==> src/rtl/mck_pkg.sv <==
`timescale 1ns / 1ps
`default_nettype none
// -----------------------------------------------------------------------------
// mck_pkg
// Shared types, unit codes and the ITU pattern table for the Morse keyer.
// -----------------------------------------------------------------------------
package mck_pkg;

  typedef struct packed {
    logic [7:0] symbol;
    logic       end_of_message;
  } in_t;

  typedef struct packed {
    logic        key_level;
    logic [18:0] duration;
    logic        last;
  } out_t;

  localparam int UnitLenW = 16;
  localparam int DurW     = 19;
  localparam logic [UnitLenW-1:0] UnitLenReset = 16'd50;

  // Multiplier codes for the scaling unit
  typedef enum logic [1:0] {
    UNITS_1 = 2'd0,
    UNITS_3 = 2'd1,
    UNITS_7 = 2'd2
  } units_t;

  // Segment request from the sequencer to the scaling unit / output stage
  typedef struct packed {
    logic   valid;
    logic   level;
    units_t units;
    logic   last;
  } seg_req_t;

  typedef struct packed {
    logic       hit;
    logic [2:0] len;
    logic [4:0] bits;
  } pat_t;

  localparam logic [7:0] ChSpace = 8'h20;
  localparam logic [7:0] ChA     = 8'h41;
  localparam logic [7:0] ChZ     = 8'h5A;
  localparam logic [7:0] Ch0     = 8'h30;
  localparam logic [7:0] Ch9     = 8'h39;

  // 'A'..'Z' then '0'..'9'; bit i is element i in send order, 1 = dash
  localparam logic [2:0] PatLen [36] = '{
    3'd2, 3'd4, 3'd4, 3'd3, 3'd1, 3'd4, 3'd3, 3'd4, 3'd2, 3'd4, 3'd3, 3'd4, 3'd2,
    3'd2, 3'd3, 3'd4, 3'd4, 3'd3, 3'd3, 3'd1, 3'd3, 3'd4, 3'd3, 3'd4, 3'd4, 3'd4,
    3'd5, 3'd5, 3'd5, 3'd5, 3'd5, 3'd5, 3'd5, 3'd5, 3'd5, 3'd5
  };

  localparam logic [4:0] PatBits [36] = '{
    5'd2, 5'd1, 5'd5, 5'd1, 5'd0, 5'd4, 5'd3, 5'd0, 5'd0, 5'd14, 5'd5, 5'd2, 5'd3,
    5'd1, 5'd7, 5'd6, 5'd11, 5'd2, 5'd0, 5'd1, 5'd4, 5'd8, 5'd6, 5'd9, 5'd13, 5'd3,
    5'd31, 5'd30, 5'd28, 5'd24, 5'd16, 5'd0, 5'd1, 5'd3, 5'd7, 5'd15
  };

  function automatic pat_t pat_lookup(input logic [7:0] sym);
    pat_t       p;
    logic [7:0] off;
    logic [5:0] idx;
    p   = '0;
    off = 8'd0;
    idx = 6'd0;
    if (sym >= ChA && sym <= ChZ) begin
      off   = sym - ChA;
      idx   = off[5:0];
      p.hit = 1'b1;
    end else if (sym >= Ch0 && sym <= Ch9) begin
      off   = sym - Ch0 + 8'd26;
      idx   = off[5:0];
      p.hit = 1'b1;
    end
    if (p.hit) begin
      p.len  = PatLen[idx];
      p.bits = PatBits[idx];
    end
    return p;
  endfunction

endpackage
`default_nettype wire

==> src/rtl/mck_scale.sv <==
`timescale 1ns / 1ps
`default_nettype none
// -----------------------------------------------------------------------------
// mck_scale
// Shared shift-add unit: scales the unit length by 1, 3 or 7 units.
// -----------------------------------------------------------------------------
module mck_scale
  import mck_pkg::*;
(
  input  wire logic [UnitLenW-1:0] unit_length,
  input  wire units_t              units,
  output logic      [DurW-1:0]     duration
);

  logic [DurW-1:0] len_ext;

  assign len_ext = {{(DurW-UnitLenW){1'b0}}, unit_length};

  always_comb begin
    unique case (units)
      UNITS_1: duration = len_ext;
      UNITS_3: duration = (len_ext << 1) + len_ext;
      UNITS_7: duration = (len_ext << 3) - len_ext;
      default: duration = '0;
    endcase
  end

endmodule
`default_nettype wire

==> src/rtl/mck_seq.sv <==
`timescale 1ns / 1ps
`default_nettype none
// -----------------------------------------------------------------------------
// mck_seq
// Segment sequencer: decodes one character and steps out its key segments,
// one per cycle while the output stage can take a beat.
// -----------------------------------------------------------------------------
module mck_seq
  import mck_pkg::*;
(
  input  wire logic     clk,
  input  wire logic     rst_n,
  input  wire logic     start,
  input  wire in_t      in_data,
  input  wire logic     advance,
  output logic          busy,
  output seg_req_t      seg
);

  typedef enum logic [1:0] {
    ST_IDLE = 2'b01,
    ST_EMIT = 2'b10
  } state_t;

  state_t     state_r, state_nxt;
  logic       prev_r, prev_nxt;
  logic       space_r, space_nxt;
  logic       gap_r, gap_nxt;
  logic       sep_r, sep_nxt;
  logic [2:0] cnt_r, cnt_nxt;
  logic [4:0] bits_r, bits_nxt;

  pat_t pat;
  logic is_space;

  assign pat      = pat_lookup(in_data.symbol);
  assign is_space = (in_data.symbol == ChSpace);
  assign busy     = (state_r != ST_IDLE);

  // Segment selection; the letter gap goes in front of the character
  always_comb begin
    seg = '0;
    if (state_r == ST_EMIT) begin
      seg.valid = 1'b1;
      priority if (space_r) begin
        seg.units = UNITS_7;
        seg.last  = 1'b1;
      end else if (gap_r) begin
        seg.units = UNITS_3;
        seg.last  = (cnt_r == 3'd0);
      end else if (sep_r) begin
        seg.units = UNITS_1;
      end else begin
        seg.level = 1'b1;
        seg.units = bits_r[0] ? UNITS_3 : UNITS_1;
        seg.last  = (cnt_r == 3'd1);
      end
    end
  end

  always_comb begin
    state_nxt = state_r;
    prev_nxt  = prev_r;
    space_nxt = space_r;
    gap_nxt   = gap_r;
    sep_nxt   = sep_r;
    cnt_nxt   = cnt_r;
    bits_nxt  = bits_r;
    unique case (state_r)
      ST_IDLE: begin
        if (start) begin
          space_nxt = is_space;
          gap_nxt   = prev_r && !is_space;
          sep_nxt   = 1'b0;
          cnt_nxt   = (pat.hit && !is_space) ? pat.len : 3'd0;
          bits_nxt  = pat.bits;
          prev_nxt  = !is_space && !in_data.end_of_message;
          if (is_space || prev_r || pat.hit) begin
            state_nxt = ST_EMIT;
          end
        end
      end
      ST_EMIT: begin
        if (advance) begin
          priority if (space_r) begin
            space_nxt = 1'b0;
          end else if (gap_r) begin
            gap_nxt = 1'b0;
          end else if (sep_r) begin
            sep_nxt = 1'b0;
          end else begin
            bits_nxt = bits_r >> 1;
            cnt_nxt  = cnt_r - 3'd1;
            sep_nxt  = (cnt_r > 3'd1);
          end
          if (seg.last) begin
            state_nxt = ST_IDLE;
          end
        end
      end
      default: state_nxt = ST_IDLE;
    endcase
  end

  always_ff @(posedge clk) begin
    if (!rst_n) begin
      state_r <= ST_IDLE;
      prev_r  <= 1'b0;
      space_r <= 1'b0;
      gap_r   <= 1'b0;
      sep_r   <= 1'b0;
      cnt_r   <= 3'd0;
    end else begin
      state_r <= state_nxt;
      prev_r  <= prev_nxt;
      space_r <= space_nxt;
      gap_r   <= gap_nxt;
      sep_r   <= sep_nxt;
      cnt_r   <= cnt_nxt;
    end
  end

  always_ff @(posedge clk) begin
    bits_r <= bits_nxt;
  end

  a_idle_quiet: assert property (@(posedge clk) disable iff (!rst_n)
    (state_r == ST_IDLE) |-> !seg.valid)
    else $error("segment requested while idle");

  a_last_ends: assert property (@(posedge clk) disable iff (!rst_n)
    (advance && seg.valid && seg.last) |=> (state_r == ST_IDLE))
    else $error("sequencer kept running after the final segment");

  a_cnt_range: assert property (@(posedge clk) disable iff (!rst_n)
    cnt_r <= 3'd5)
    else $error("element count out of range");

  a_sep_needs_elem: assert property (@(posedge clk) disable iff (!rst_n)
    (state_r == ST_EMIT && sep_r) |-> (cnt_r != 3'd0))
    else $error("element gap with no element after it");

endmodule
`default_nettype wire

==> src/rtl/morse_code_keyer.sv <==
`timescale 1ns / 1ps
`default_nettype none
// -----------------------------------------------------------------------------
// morse_code_keyer
// ITU Morse keyer: one ASCII character in, a train of (level, duration) key
// segments out.
// -----------------------------------------------------------------------------
// One character is taken at a time. After it is accepted the sequencer emits
// one segment per cycle, while the output register can take a beat, through
// a single shift-add scaling unit. A digit with a leading letter gap sends
// the most segments and a space sends a single one. Durations are units
// times the unit length register (reset 50), which may be written whenever
// no character is in flight.
// -----------------------------------------------------------------------------
module morse_code_keyer
  import mck_pkg::*;
(
  input  wire logic                clk,
  input  wire logic                rst_n,
  input  wire logic                in_valid,
  output logic                     in_stall,
  input  wire in_t                 in_data,
  output logic                     out_valid,
  input  wire logic                out_stall,
  output out_t                     out_data,
  input  wire logic                cfg_valid,
  output logic                     cfg_ready,
  input  wire logic [UnitLenW-1:0] cfg_unit_length
);

  logic [UnitLenW-1:0] unit_length_r;
  logic                out_valid_r, out_valid_nxt;
  out_t                out_data_r;
  seg_req_t            seg;
  logic                busy;
  logic                start;
  logic                advance;
  logic [DurW-1:0]     duration;

  assign cfg_ready = 1'b1;
  assign in_stall  = busy;
  assign start     = in_valid && !busy;
  // output register frees up when empty or when its beat is taken
  assign advance   = !out_valid_r || !out_stall;

  mck_seq u_seq (
    .clk     (clk),
    .rst_n   (rst_n),
    .start   (start),
    .in_data (in_data),
    .advance (advance),
    .busy    (busy),
    .seg     (seg)
  );

  mck_scale u_scale (
    .unit_length (unit_length_r),
    .units       (seg.units),
    .duration    (duration)
  );

  assign out_valid_nxt = (seg.valid && advance) || (out_valid_r && out_stall);

  always_ff @(posedge clk) begin
    if (!rst_n) begin
      unit_length_r <= UnitLenReset;
      out_valid_r   <= 1'b0;
    end else begin
      out_valid_r <= out_valid_nxt;
      if (cfg_valid && cfg_ready) begin
        unit_length_r <= cfg_unit_length;
      end
    end
  end

  always_ff @(posedge clk) begin
    if (seg.valid && advance) begin
      out_data_r.key_level <= seg.level;
      out_data_r.duration  <= duration;
      out_data_r.last      <= seg.last;
    end
  end

  assign out_valid = out_valid_r;
  assign out_data  = out_data_r;

endmodule
`default_nettype wire
==> config.mk <==
export PLATFORM = sky130hd
export DESIGN_NAME = morse_code_keyer
export DESIGN_NICKNAME = d
export VERILOG_FILES = /design/src/rtl/mck_pkg.sv /design/src/rtl/mck_scale.sv /design/src/rtl/mck_seq.sv /design/src/rtl/morse_code_keyer.sv
export SDC_FILE = /design/constraint.sdc
export NUM_CORES = 1
export LEC_CHECK = 0
export ABC_AREA = 1
export BUFFER_PORTS_ARGS = -buffer_cell sky130_fd_sc_hd__buf_2
export CORE_UTILIZATION = 30
export DETAILED_ROUTE_END_ITERATION = 12
export GPL_ROUTABILITY_DRIVEN = 0
export PLACE_DENSITY = 0.53
export SYNTH_ARGS = -nofsm -noshare
export SYNTH_HDL_FRONTEND = slang
export SYNTH_SLANG_ARGS = --single-unit
==> constraint.sdc <==
create_clock -name clk -period 6.47 [get_ports clk]
set_input_delay 0.3235 -clock clk [delete_from_list [all_inputs] [get_ports clk]]
set_output_delay 0.3235 -clock clk [all_outputs]
set_load 0.05 [all_outputs]
== Yosys cells after proc, flatten, opt, wreduce, memory -nomap -nowiden ==
Memory sizes are Yosys's and may differ from the RTL's.
Cells that the tools add are included.

* Word-level logic and storage cells: 119
* Input port bits: 30
* Flip-flop bits (word level): 52
* Memories kept: 2
* Memory bits (read-only): 512
* Output and inout port bits: 24

* Bitwise logic cells: 2
* Magnitude comparators: 6
* Reductions and logical operators: 27
* Mux-type cells: 50
* Equality and inequality tests: 14
* Add/subtract/negate cells: 6

{| class="wikitable"
|+ Memory list
! memory !! words !! bits a word !! rd ports !! clocked after Yosys merged registers in !! wr ports !! RTL line !! text
|-
| (name not given) || 64 || 5 || 1 || 0 || 0 || mck_pkg.sv:82 || <nowiki>p.bits = PatBits[idx];</nowiki>
|-
| (name not given) || 64 || 3 || 1 || 0 || 0 || mck_pkg.sv:81 || <nowiki>p.len = PatLen[idx];</nowiki>
|}

{| class="wikitable"
|+ Operators by type and width
! operator !! number
|-
| one-hot mux 19 bit (3 select lines) || 1
|-
| two-way mux 5 bit || 8
|-
| two-way mux 3 bit || 10
|-
| subtractor 19 x 16 -> 19 bit || 1
|-
| adder 17 x 16 -> 18 bit || 1
|-
| two-way mux 1 bit || 17
|-
| two-way mux 6 bit || 2
|-
| != test 2 bit (second input constant) || 6
|-
| two-way mux 2 bit || 5
|-
| one-hot mux 5 bit (2 select lines) || 1
|-
| == test 8 x 6 -> 1 bit (second input constant) || 1
|-
| greater-or-equal comparator 8 x 6 -> 1 bit (second input constant) || 1
|-
| greater-or-equal comparator 8 x 7 -> 1 bit (second input constant) || 1
|-
| less-or-equal comparator 8 x 6 -> 1 bit (second input constant) || 1
|-
| less-or-equal comparator 8 x 7 -> 1 bit (second input constant) || 1
|-
| logical AND 1 bit || 8
|-
| two-way mux 8 bit || 1
|-
| AND reduction 4 bit || 2
|-
| greater-or-equal comparator 7 bit (second input constant) || 1
|-
| inverter 6 -> 7 bit || 1
|-
| adder 6 x 5 -> 6 bit (second input constant) || 1
|-
| one-hot mux 1 bit (2 select lines) || 3
|-
| one-hot mux 3 bit (2 select lines) || 1
|-
| AND reduction 6 bit || 1
|-
| 19 further kinds || 29
|}

== Logic depth before layout (Yosys ltp) ==
Gate-level depths: netlist (run 1).

* Depth in word-level cells: 12
* Gate-level depth with buffers: 17
* Depth with buffers taken out: 17

== By module ==
From an unflattened synthesis (run 1), not the netlist that was laid out.

* Cell total of the unflattened synthesis: 874
* Area total of the unflattened synthesis: 5405.2 sq um

{| class="wikitable"
|+ By module, submodules not included
! module !! area each (sq um) !! seq. area each (sq um) !! cells an instance !! times used
|-
| mck_scale || 2282.2 || 0.0 || 466 || 1
|-
| mck_seq || 1761.7 || 330.3 || 282 || 1
|-
| morse_code_keyer || 1361.3 || 970.9 || 126 || 1
|}

== Worst setup path before layout (run 1) ==
Ideal clock, no wire load.

* Kind: reg-to-reg
* From: register out_valid_r (netlist: out_valid)
* To: register u_seq.bits_r[0] (enable)
* Stages on the path, launching flop included: 10
* Required time: 6.152 ns
* Buffers on the path: 0
* Clock period less this slack: 2.660 ns
* Library setup time: 0.318 ns
* Arrival: 2.342 ns
* Setup slack: 3.810 ns
* Path through: dfxtp_1 nand2_1 inv_1 nor2_1 nor2_1 nor2_1 o21ai_1 inv_1 o21ai_1 inv_1

* Cells in the longest elaborated chain, start to end: 4

{| class="wikitable"
|+ RTL lines
! element !! RTL line !! text
|-
| from (decl) || morse_code_keyer.sv:32 || <nowiki>logic out_valid_r, out_valid_nxt;</nowiki>
|-
| from (signal assigned) || morse_code_keyer.sv:69 || <nowiki>out_valid_r <= out_valid_nxt;</nowiki>
|-
| zero test 1 bit || morse_code_keyer.sv:44 || <nowiki>assign advance = !out_valid_r || !out_stall;</nowiki>
|-
| logical OR 1 bit || morse_code_keyer.sv:44 ||
|-
| != test 2 bit (no source line) || -- ||
|-
| AND reduction 6 bit (no source line) || -- ||
|-
| to (signal assigned) || mck_seq.sv:124 || <nowiki>bits_r <= bits_nxt;</nowiki>
|-
| to (decl) || mck_seq.sv:31 || <nowiki>logic [4:0] bits_r, bits_nxt;</nowiki>
|}

No other way between the ends.
A chain may end at the register's enable or synchronous reset.

== Worst setup path after layout (run 1) ==
* From: register unit_length_r[3]
* To: register out_data_r, in the netlist out_data[13], data pin

* Cells in the longest elaborated chain, start to end: 2
* Elaborated cells between the ends (all ways): 3
* Those cells by class: add/sub (2); mux (1)

{| class="wikitable"
|+ RTL lines
! element !! RTL line !! text
|-
| from (decl) || morse_code_keyer.sv:31 || <nowiki>logic [UnitLenW-1:0] unit_length_r;</nowiki>
|-
| from (signal assigned) || morse_code_keyer.sv:66 || <nowiki>unit_length_r <= UnitLenReset;</nowiki>
|-
| from (signal assigned) || morse_code_keyer.sv:71 || <nowiki>unit_length_r <= cfg_unit_length;</nowiki>
|-
| subtractor 19 x 16 -> 19 bit / adder 17 x 16 -> 18 bit (equally long branches) || mck_scale.sv:23, mck_scale.sv:22 ||
|-
| one-hot mux 19 bit (3 select lines) (*) || mck_scale.sv:20 || <nowiki>unique case (units)</nowiki>
|-
| via duration[12] || morse_code_keyer.sv:38 || <nowiki>logic [DurW-1:0] duration;</nowiki>
|-
| to (decl) || morse_code_keyer.sv:33 || <nowiki>out_t out_data_r;</nowiki>
|}

Mark *: on every way through the listed nets, which the timed path passes. The rest lies on a longest branch.

==> results of run 1 <==
## area by class of cell
class                      count  share of cell area [%]
multi-input combinational    519                    56.9
sequential                    52                    24.2
timing repair buffer          56                    5.39
antenna                        1                  0.0465
tap                          211                    4.90
clock buffer                   8                    3.30
inverter                      76                    5.30
## per-layer routing
metal / up-vias / track usage, %
li1: 2341 / -
met1: 1997 / 18.4
met2: 74 / 28.9
met3: 9 / 3.39
met4: 0 / 4.13
met5: - / 0
## worst paths after layout
check	startpoint	end	slack, ps	cells past startpoint
setup reg to reg	unit_length_r[3]	out_data[13]	4020	13
hold / removal	cfg_unit_length[1]	unit_length_r[1]	250	3
setup / recovery	unit_length_r[3]	out_data[13]	4020	13
hold reg to reg	u_seq.prev_r	u_seq.gap_r	500	2
## worst min-delay path, cell delays in order
cell	delay (ps)
buf_2	80
a21oi_1	50
o21ai_0	60
## where the power goes
| part | leakage [uW] | internal (uW) | total (uW) | switching [uW] |
|---|---|---|---|---|
| Sequential | 0.000470 | 359 | 376 | 16.7 |
| Clock | 0.0000883 | 188 | 311 | 122 |
| Combinational | 0.00197 | 95.4 | 267 | 171 |
## per-stage QoR
step / hold WS, ps / utilization (%) / std cells
6_report: 248 / 35.3 / 923
3_3_place_gp: 475 / 34.1 / 914
5_1_grt: 258 / 35.3 / 922
4_1_cts: 237 / 35.3 / 922
2_1_floorplan: 435 / - / 659
3_5_place_dp: 489 / 34.1 / 914
## sequential cells by signal, summed over array words and instances, names as in the netlist
name and flops:
u_seq.bits_r 5, u_seq.gap_r 1, u_seq.prev_r 1, unit_length_r 16, u_seq.cnt_r 3, u_seq.space_r 1, u_seq.state_r 2, out_data 21
out_valid 1, u_seq.sep_r 1
## cell usage in the layout, fill, tap and decap left out, types with 4 or more instances in the layout
master | netlist | routed
nand3_1 | 54 | 54
inv_1 | 64 | 64
o21ai_0 | 45 | 45
xnor2_1 | 4 | 4
buf_2 | 3 | 52
nor2_1 | 47 | 46
nand2_2 | 6 | 6
nand4_1 | 9 | 9
inv_2 | 12 | 12
a21boi_0 | 12 | 12
a21o_1 | 8 | 8
dfxtp_1 | 26 | 26
buf_4 | 1 | 4
nand2_1 | 153 | 153
o21ai_1 | 12 | 12
ha_1 | 50 | 50
a21oi_1 | 59 | 59
edfxtp_1 | 26 | 26
nor2_2 | 6 | 7
clkbuf_16 | 0 | 6
## kinds of logic after synthesis
logic type / Yosys count / synth area share, %
adders and majority gates: 51 / 13.7
other: 1 / 0.0795
and+or+nand+nor: 300 / 29.4
xor gates and xnor gates: 8 / 1.65
buffers and inverters: 88 / 7.48
DFF: 52 / 27.6
AOI/OAI and AO/OA: 159 / 20.1
==> out/metrics.csv, run 1 <==
stage,metric,value,unit
outcome,outcome,"finished, final reports clean",
routing,wl on met1,5440,um
logic_synthesis,Synth Warn #,0,
logic_synthesis,Post-synth top cells,"nand2_1 (153), inv_1 (64), a21oi_1 (59), nand3_1 (54), ha_1 (50)",
logic_synthesis,"area leader, netlist",edfxtp_1,
final_layout,layout cell share with drive strength beyond 1,15.6,%
timing,Max Freq,0.409,GHz
clock_network,worst-skew pair later-pin latency,300,ps
clock_network,clk slew on worst S/H paths,70,ps
clock_network,CTS sink cnt,52,
final_layout,fill count,1627,
routing,final wirelength,12100,um
floorplan,Core ar.,0.0153,mm^2
timing,Setup WS post-layout,4020,ps
floorplan,Die W,127,um
setup_path,crit-path cells,inv_1 > ha_1 > nand3_1 > nand2_1 > nand2_1 > a21oi_1 > nand3_1 > o21ai_1 > nand2_1 > nand2_1 > nand2_1 > nand3_1 > nand3_1,
logic_synthesis,post-synthesis register bit count,52,
floorplan,die area,0.0162,mm^2
clock_network,Root Driver,clkbuf_16,
placement,number of port buffers,52,
logic_synthesis,most common cell in the netlist,nand2_1,
routing,Via Count,4421,
routing,met3 wire length,473,um
floorplan,IO Pins,54,
final_layout,Final Cell Area,0.00538,mm^2
routing,DRC Markers,0,
global_routing,largest net degree at the start of global routing,27,
setup_path,Critical Path AT,2490,ps
floorplan,initial core utilization,30.9,%
routing,Routed met2 length,6050,um
clock_network,cts hold-fix bufs,0,
final_layout,FF/Latch Area,0.00130,mm^2
logic_synthesis,Post-synth EDFFs,26,
logic_synthesis,Syn Nets,740,
floorplan,row cnt,45,
logic_synthesis,Post-Syn Instances,659,
pwr,Worst IR Drop VDD,0.0923,mV
final_layout,footprint of the multi-input gates,0.00306,mm^2
pwr,leakage,0.00253,uW
clock_network,CTS tree,done,
routing,drt via density,4.79,
min_path,worst min path class,input pin to flip-flop,
setup_path,CP required,6520,ps
timing,setup_tns,0,ps
timing,clock skew,4.70,ps
pwr,PnR Total Power,953,uW
logic_synthesis,Synth Cell Area,0.00471,mm^2
setup_path,highest-delay cell along the critical path,dfxtp_1,
global_routing,first-pass GRT wire length,20100,um
global_routing,vias in the first global route,4274,
timing,worst slew pin tran,696,ps
timing,period utilization,37.8,%
setup_path,CP Class,flip-flop to flip-flop,
placement,Post-Place Worst Slack,3930,ps
global_routing,grt ovf,0,
timing,RSZ-0062 raised after global routing,no,
clock_network,post_cts resized,0,
logic_synthesis,Netlist cell types,55,
timing,"Slew Viols, Final",0,
global_routing,antenna violations before repair,1,
final_layout,post-layout net count,791,
placement,hpwl dp,9640,um
clock_network,CTS Buffer Depth,2,
routing,drt pass-1 iters,4,
logic_synthesis,Main synth FF type,edfxtp_1,
final_layout,area delta synth->final,14.2,%
clock_network,Setup Buffers After CTS,0,
routing,DRT iter0 DRCs,274,
setup_path,"critical path fanouts, max",5,
clock_network,H-tree levels,2,
timing,final setup fails,0,
timing,fin crit period,2450,ps
clock_network,Num CTS Buffers,5,
setup_path,Crit path buffers/inverters,1,
setup_path,CP Capture Type,flip-flop,
floorplan,Die Span Y,127,um
routing,Max Used Layer,met4,
logic_synthesis,Syn Area/Cell,7.15,um^2
setup_path,Critical Path Max Stage Delay,450,ps
global_routing,gr usage total,15.8,%
logic_synthesis,"top cells by area, synth","edfxtp_1 (17%), ha_1 (13%), nand2_1 (12%)",
timing,final hold violations,0,
setup_path,Worst setup SP type,flip-flop,
setup_path,"most used cell, CP",nand2_1,
run,# Max-Cap Violations,0,
timing,slew margin rel.,53.2,%
logic_synthesis,area fraction of the dominant cell type after synthesis,16.6,%
placement,Placed Area,0.00520,mm^2
setup_path,"CP delay by family, top",simple AND/OR/NAND/NOR gates,
routing,DRT antenna net count,0,
routing,WL per Instance,13.1,um
pwr,PwrDens,177,mW/mm^2
logic_synthesis,"Seq/Total Area, Yosys",27.6,%
logic_synthesis,ys async rst share,0,%
No activity file was read; power rests on OpenSTA's default activity.
==> inputs of run 2 (changes only) <==
--- a/config.mk
+++ b/config.mk
@@ -10,7 +10,7 @@
 export CORE_UTILIZATION = 30
 export DETAILED_ROUTE_END_ITERATION = 12
 export GPL_ROUTABILITY_DRIVEN = 0
-export PLACE_DENSITY = 0.53
+export PLACE_DENSITY = 0.54
 export SYNTH_ARGS = -nofsm -noshare
 export SYNTH_HDL_FRONTEND = slang
 export SYNTH_SLANG_ARGS = --single-unit
==> constraint.sdc (replaced) <==
create_clock -name clk -period 2.1 [get_ports clk]
set_input_delay 0.105 -clock clk [delete_from_list [all_inputs] [get_ports clk]]
set_output_delay 0.105 -clock clk [all_outputs]
set_load 0.05 [all_outputs]
==> run 2 against run 1 <==
Compared with the run above: wire length is 6.4% higher; register-to-register slack lost 4000 ps; count of clock-buffer cells in the layout shrank 2; sequential share of layout area shrank 3.0 points; critical path depth is 3 lower; die area is the same; cell count rose by 8.1%; non-clock buffer count rose by 76; global-route usage grew 0.38 points; largest power group unchanged.
==> out/metrics.csv, run 2 (synthesis results as in run 1) <==
stage,metric,value,unit
timing,Setup WS post-layout,58.6,ps
routing,DRC Markers,0,
final_layout,"most common cell after layout, fill and taps aside",nand2_1,
routing,final wirelength,12900,um
pwr,PnR Total Power,3120,uW
timing,final hold violations,0,
timing,final setup fails,0,
run,# Max-Cap Violations,0,
clock_network,CTS Buffer Depth,2,
clock_network,clk slew on worst S/H paths,70,ps
clock_network,H-tree levels,2,
floorplan,IO Pins,54,
floorplan,Core ar.,0.0153,mm^2
final_layout,max reg flops,21,
global_routing,grt ovf,0,
timing,clock skew,5.98,ps
floorplan,Die W,127,um
final_layout,"Cell Count, Final, Fillers Out",998,
routing,DRT antenna net count,0,
clock_network,CTS tree,done,
global_routing,vias in the first global route,4435,
pwr,leakage,0.00291,uW
final_layout,most frequent cells in the layout,"nand2_1 (150), buf_4 (79), inv_1 (63)",
routing,DRT iter0 DRCs,191,
pwr,PwrDens,503,mW/mm^2
placement,number of port buffers,52,
final_layout,Final Cell Area,0.00620,mm^2
placement,hpwl dp,10300,um
pwr,Worst IR Drop VDD,0.301,mV
clock_network,Root Driver,clkbuf_16,
floorplan,Die Span Y,127,um
final_layout,Antenna diodes,0,
timing,setup_tns,0,ps
final_layout,area delta synth->final,31.6,%
clock_network,CTS sink cnt,52,
routing,drt pass-1 iters,4,
routing,WL per Instance,12.9,um
placement,Placed Area,0.00578,mm^2
floorplan,initial core utilization,30.9,%
placement,Post-Place Worst Slack,-92.4,ps
timing,RSZ-0062 raised after global routing,yes,
global_routing,antenna violations before repair,0,
timing,"Slew Viols, Final",0,
timing,period utilization,97.2,%
setup_path,"critical path fanouts, max",4,
global_routing,largest net degree at the start of global routing,22,
routing,Via Count,4679,
setup_path,CP Capture Type,flip-flop,
floorplan,die area,0.0162,mm^2
timing,Max Freq,0.490,GHz
setup_path,Worst setup SP type,flip-flop,
final_layout,layout cell share with drive strength beyond 1,30.7,%
setup_path,CP required,2150,ps
timing,fin crit period,2040,ps
final_layout,post-layout net count,867,
min_path,worst min path class,input pin to flip-flop,
placement,placed instance count,989,
outcome,outcome,"finished, final reports clean",
clock_network,worst-skew pair later-pin latency,300,ps
global_routing,first-pass GRT wire length,20800,um
global_routing,gr usage total,16.1,%
clock_network,Num CTS Buffers,5,
floorplan,row cnt,45,
setup_path,Critical Path AT,2090,ps
routing,drt via density,4.69,
setup_path,CP Class,flip-flop to flip-flop,
## run 2: cell count changes in the layout (fill, tap and decap cells not counted), moves of 9 or more
cell / previous run / this run
ha_1: 50 / 37
a21oi_1: 59 / 49
a21oi_2: 2 / 12
dfxtp_1: 26 / 16
dfxtp_2: 0 / 10
ha_4: 0 / 9
buf_4: 4 / 79
## run 2: through the flow
stage	utilization (%)	hold WS, ps
finish	40.6	15.1
global route	40.6	41.8
CTS	39.0	9.28
detailed placement	37.9	325
global placement	37.9	325
floorplan	-	216
## run 2: timing repair
action	in CTS	in global routing
hold endpoints to repair	0	0
buffers inserted	0	1
pin swaps	0	14
setup endpoints to repair	7	13
hold buffers	0	0
resized for setup	9	61
## run 2: layout make-up
| type | instances | area, um^2 |
|---|---|---|
| repair buffers | 132 | 873 |
| fillers | 1606 | 9060 |
| inverters | 76 | 285 |
| multi-input cells | 519 | 3320 |
| clock buffers | 6 | 129 |
| clock inverters | 2 | 17.5 |
| well taps | 211 | 264 |
| flip-flops and latches | 52 | 1310 |
## run 2: final timing paths
path	from	endpoint	slack [ps]	cells past startpoint
hold / removal	cfg_unit_length[1]	unit_length_r[1]	20	3
setup / recovery	unit_length_r[2]	out_data[17]	60	10
setup reg to reg	unit_length_r[2]	out_data[17]	60	10
hold reg to reg	out_valid	out_valid	480	2
## run 2: report_power, final
part	internal (uW)	switching [uW]
sequential	1110	35.5
clock	452	401
combinational	496	629
## run 2: layer usage
metal  track usage [%]  routed length, um  vias to the layer above
met5                 0                  0                        -
met3              2.14                311                       12
met2              30.6               6710                       59
met1              18.6               5660                     2117
met4              4.83                216                        0
li1                  -                  -                     2491
## run 2: critical path, stage by stage, from the launching register on
cell     delay, ps
dfxtp_2        360
ha_1           330
a21oi_1        180
o21ai_2        110
a21oi_2        180
inv_1           80
nand3_1         90
nand4_1        100
or2_1          220
nand3_1         70
o21ai_1         70
==> inputs of run 3 (changes only) <==
--- a/config.mk
+++ b/config.mk
@@ -11,6 +11,7 @@
 export DETAILED_ROUTE_END_ITERATION = 12
 export GPL_ROUTABILITY_DRIVEN = 0
 export PLACE_DENSITY = 0.54
+export SKIP_LAST_GASP = 1
 export SYNTH_ARGS = -nofsm -noshare
 export SYNTH_HDL_FRONTEND = slang
 export SYNTH_SLANG_ARGS = --single-unit
==> constraint.sdc (replaced) <==
create_clock -name clk -period 2.1 [get_ports clk]
set_input_delay 0.21 -clock clk [delete_from_list [all_inputs] [get_ports clk]]
set_output_delay 0.21 -clock clk [all_outputs]
set_load 0.05 [all_outputs]
==> run 3 against run 2 <==
Compared with the run above: maximum frequency about the same; count of clock-buffer cells in the layout decreased by 1; critical path depth unchanged; utilization increased by 2.0 points; clock power increased by 2.5%; first-iteration DRC count increased by 19%; non-clock buffer count increased by 27; sequential cell count unchanged; via count increased by 1.8%; critical endpoint is now out_data[18]; register-to-register slack about the same; wire length increased by 0.70%; sequential share of layout area decreased by 0.81 points.
==> out/metrics.csv, run 3 (synthesis results as in run 1) <==
stage,metric,value,unit
outcome,outcome,"finished, final reports clean",
floorplan,IO Pins,54,
setup_path,CP Class,flip-flop to flip-flop,
final_layout,FF/Latch Area,0.00133,mm^2
final_layout,layout cell share with drive strength beyond 1,34.3,%
floorplan,initial core utilization,30.9,%
pwr,clock network power share,27.1,%
floorplan,row cnt,45,
routing,Via Count,4763,
timing,RSZ-0062 raised after global routing,yes,
timing,period utilization,97.2,%
routing,met3 wire length,354,um
routing,final wirelength,13000,um
final_layout,most frequent cells in the layout,"nand2_1 (148), buf_4 (106), inv_1 (61)",
timing,worst slew pin tran,509,ps
floorplan,Core ar.,0.0153,mm^2
timing,final hold violations,0,
global_routing,gr usage total,16.5,%
clock_network,clk slew on worst S/H paths,80,ps
timing,Max Freq,0.490,GHz
setup_path,CP Capture Type,flip-flop,
global_routing,antenna violations before repair,2,
timing,clock skew,5.67,ps
global_routing,grt ovf,0,
pwr,Net Sw Frac,34.5,%
timing,final setup fails,0,
min_path,Hold Path Stages,3,
routing,drt via density,4.64,
timing,"Slew Viols, Final",0,
floorplan,Die W,127,um
global_routing,largest net degree at the start of global routing,22,
final_layout,footprint of the multi-input gates,0.00342,mm^2
routing,DRT antenna net count,0,
placement,placed instance count,1014,
final_layout,"most common cell after layout, fill and taps aside",nand2_1,
run,# Max-Cap Violations,0,
final_layout,fill count,1563,
floorplan,die area,0.0162,mm^2
pwr,PwrDens,496,mW/mm^2
setup_path,"critical path fanouts, max",3,
timing,slew margin rel.,65.7,%
setup_path,Worst setup SP type,flip-flop,
clock_network,H-tree levels,2,
final_layout,fin util,42.7,%
routing,wl on met1,5670,um
routing,WL per Instance,12.7,um
routing,DRT iter0 DRCs,227,
clock_network,Root Driver,clkbuf_16,
final_layout,"Cell Count, Final, Fillers Out",1026,
global_routing,vias in the first global route,4543,
floorplan,Die Span Y,127,um
setup_path,CP required,2160,ps
pwr,leakage,0.00304,uW
clock_network,CTS Buffer Depth,2,
global_routing,first-pass GRT wire length,21300,um
timing,fin crit period,2040,ps
pwr,Int Pwr,2110,uW
setup_path,worst-case reg-to-reg path depth,10,
pwr,Psw,1110,uW
final_layout,area delta synth->final,38.1,%
clock_network,CTS sink cnt,52,
routing,DRC Markers,0,
final_layout,max reg flops,21,
pwr,Worst IR Drop VDD,0.315,mV
clock_network,Num CTS Buffers,5,
setup_path,Critical Path AT,2100,ps
clock_network,worst-skew pair later-pin latency,300,ps
clock_network,cts hold-fix bufs,0,
pwr,Seq pwr share,35.4,%
routing,Max Used Layer,met4,
placement,number of port buffers,52,
routing,Routed met2 length,6720,um
routing,drt pass-1 iters,4,
clock_network,CTS tree,done,
final_layout,post-layout net count,894,
placement,hpwl dp,10300,um
pwr,Comb power frac,37.5,%
min_path,worst min path class,input pin to flip-flop,
## run 3: path summary, 6_finish.rpt
check                           from               end  slack (ps)
setup / recovery    unit_length_r[1]      out_data[18]          60
hold / removal    cfg_unit_length[1]  unit_length_r[1]         130
setup reg to reg    unit_length_r[1]      out_data[18]          60
hold reg to reg            out_valid         out_valid         480
## run 3: through the flow
step	total power [uW]	TNS, ps	hold slack, ps	setup slack [ps]	instance area [um^2]
CTS	3110	-3.55	121	-3.55	6150
global route	3430	-164	134	-41.0	6510
floorplan	1790	0	321	22.5	4720
global placement	2210	-163	439	-68.1	5960
finish	3230	0	126	58.5	6510
detailed placement	2210	-345	437	-70.6	5960
## run 3: critical path, cell delays in order (launching register included)
cell     delay (ps)
dfxtp_4         350
buf_4           150
ha_2            190
fa_2            430
nand2_2         100
nand3_4          90
nand4_1         140
nand2_1         100
a21o_1          160
nand2_1          50
nand2_1          50
## run 3: final cells by class
cell class | instances | share of cell area (%)
Tap cell | 211 | 4.06
Inverter | 76 | 4.38
Timing Repair Buffer | 159 | 16.4
Clock inverter | 3 | 0.365
Sequential cell | 52 | 20.4
Multi-Input combinational cell | 519 | 52.5
Clock buffer | 5 | 1.92
Antenna cell | 1 | 0.0384
## run 3: layer usage
layer  track usage (%)  vias to the layer above
li1                  -                     2549
met2              31.2                       61
met1              19.1                     2142
met4              4.83                        0
met5                 0                        -
met3              2.35                       11
## run 3: power by group through the flow
stage,combinational [uW],clock (uW),sequential (uW)
after CTS,1070,898,1140
after global placement,1050,0,1160
after floorplan,628,0,1170
final,1210,874,1140
after global routing,1350,930,1150
after detailed placement,1050,0,1160
## run 3: timing repair
item,CTS,global route
setup buffers,0,3
gates resized for setup,13,79
endpoints found under the setup margin,7,12
pin swaps,0,18
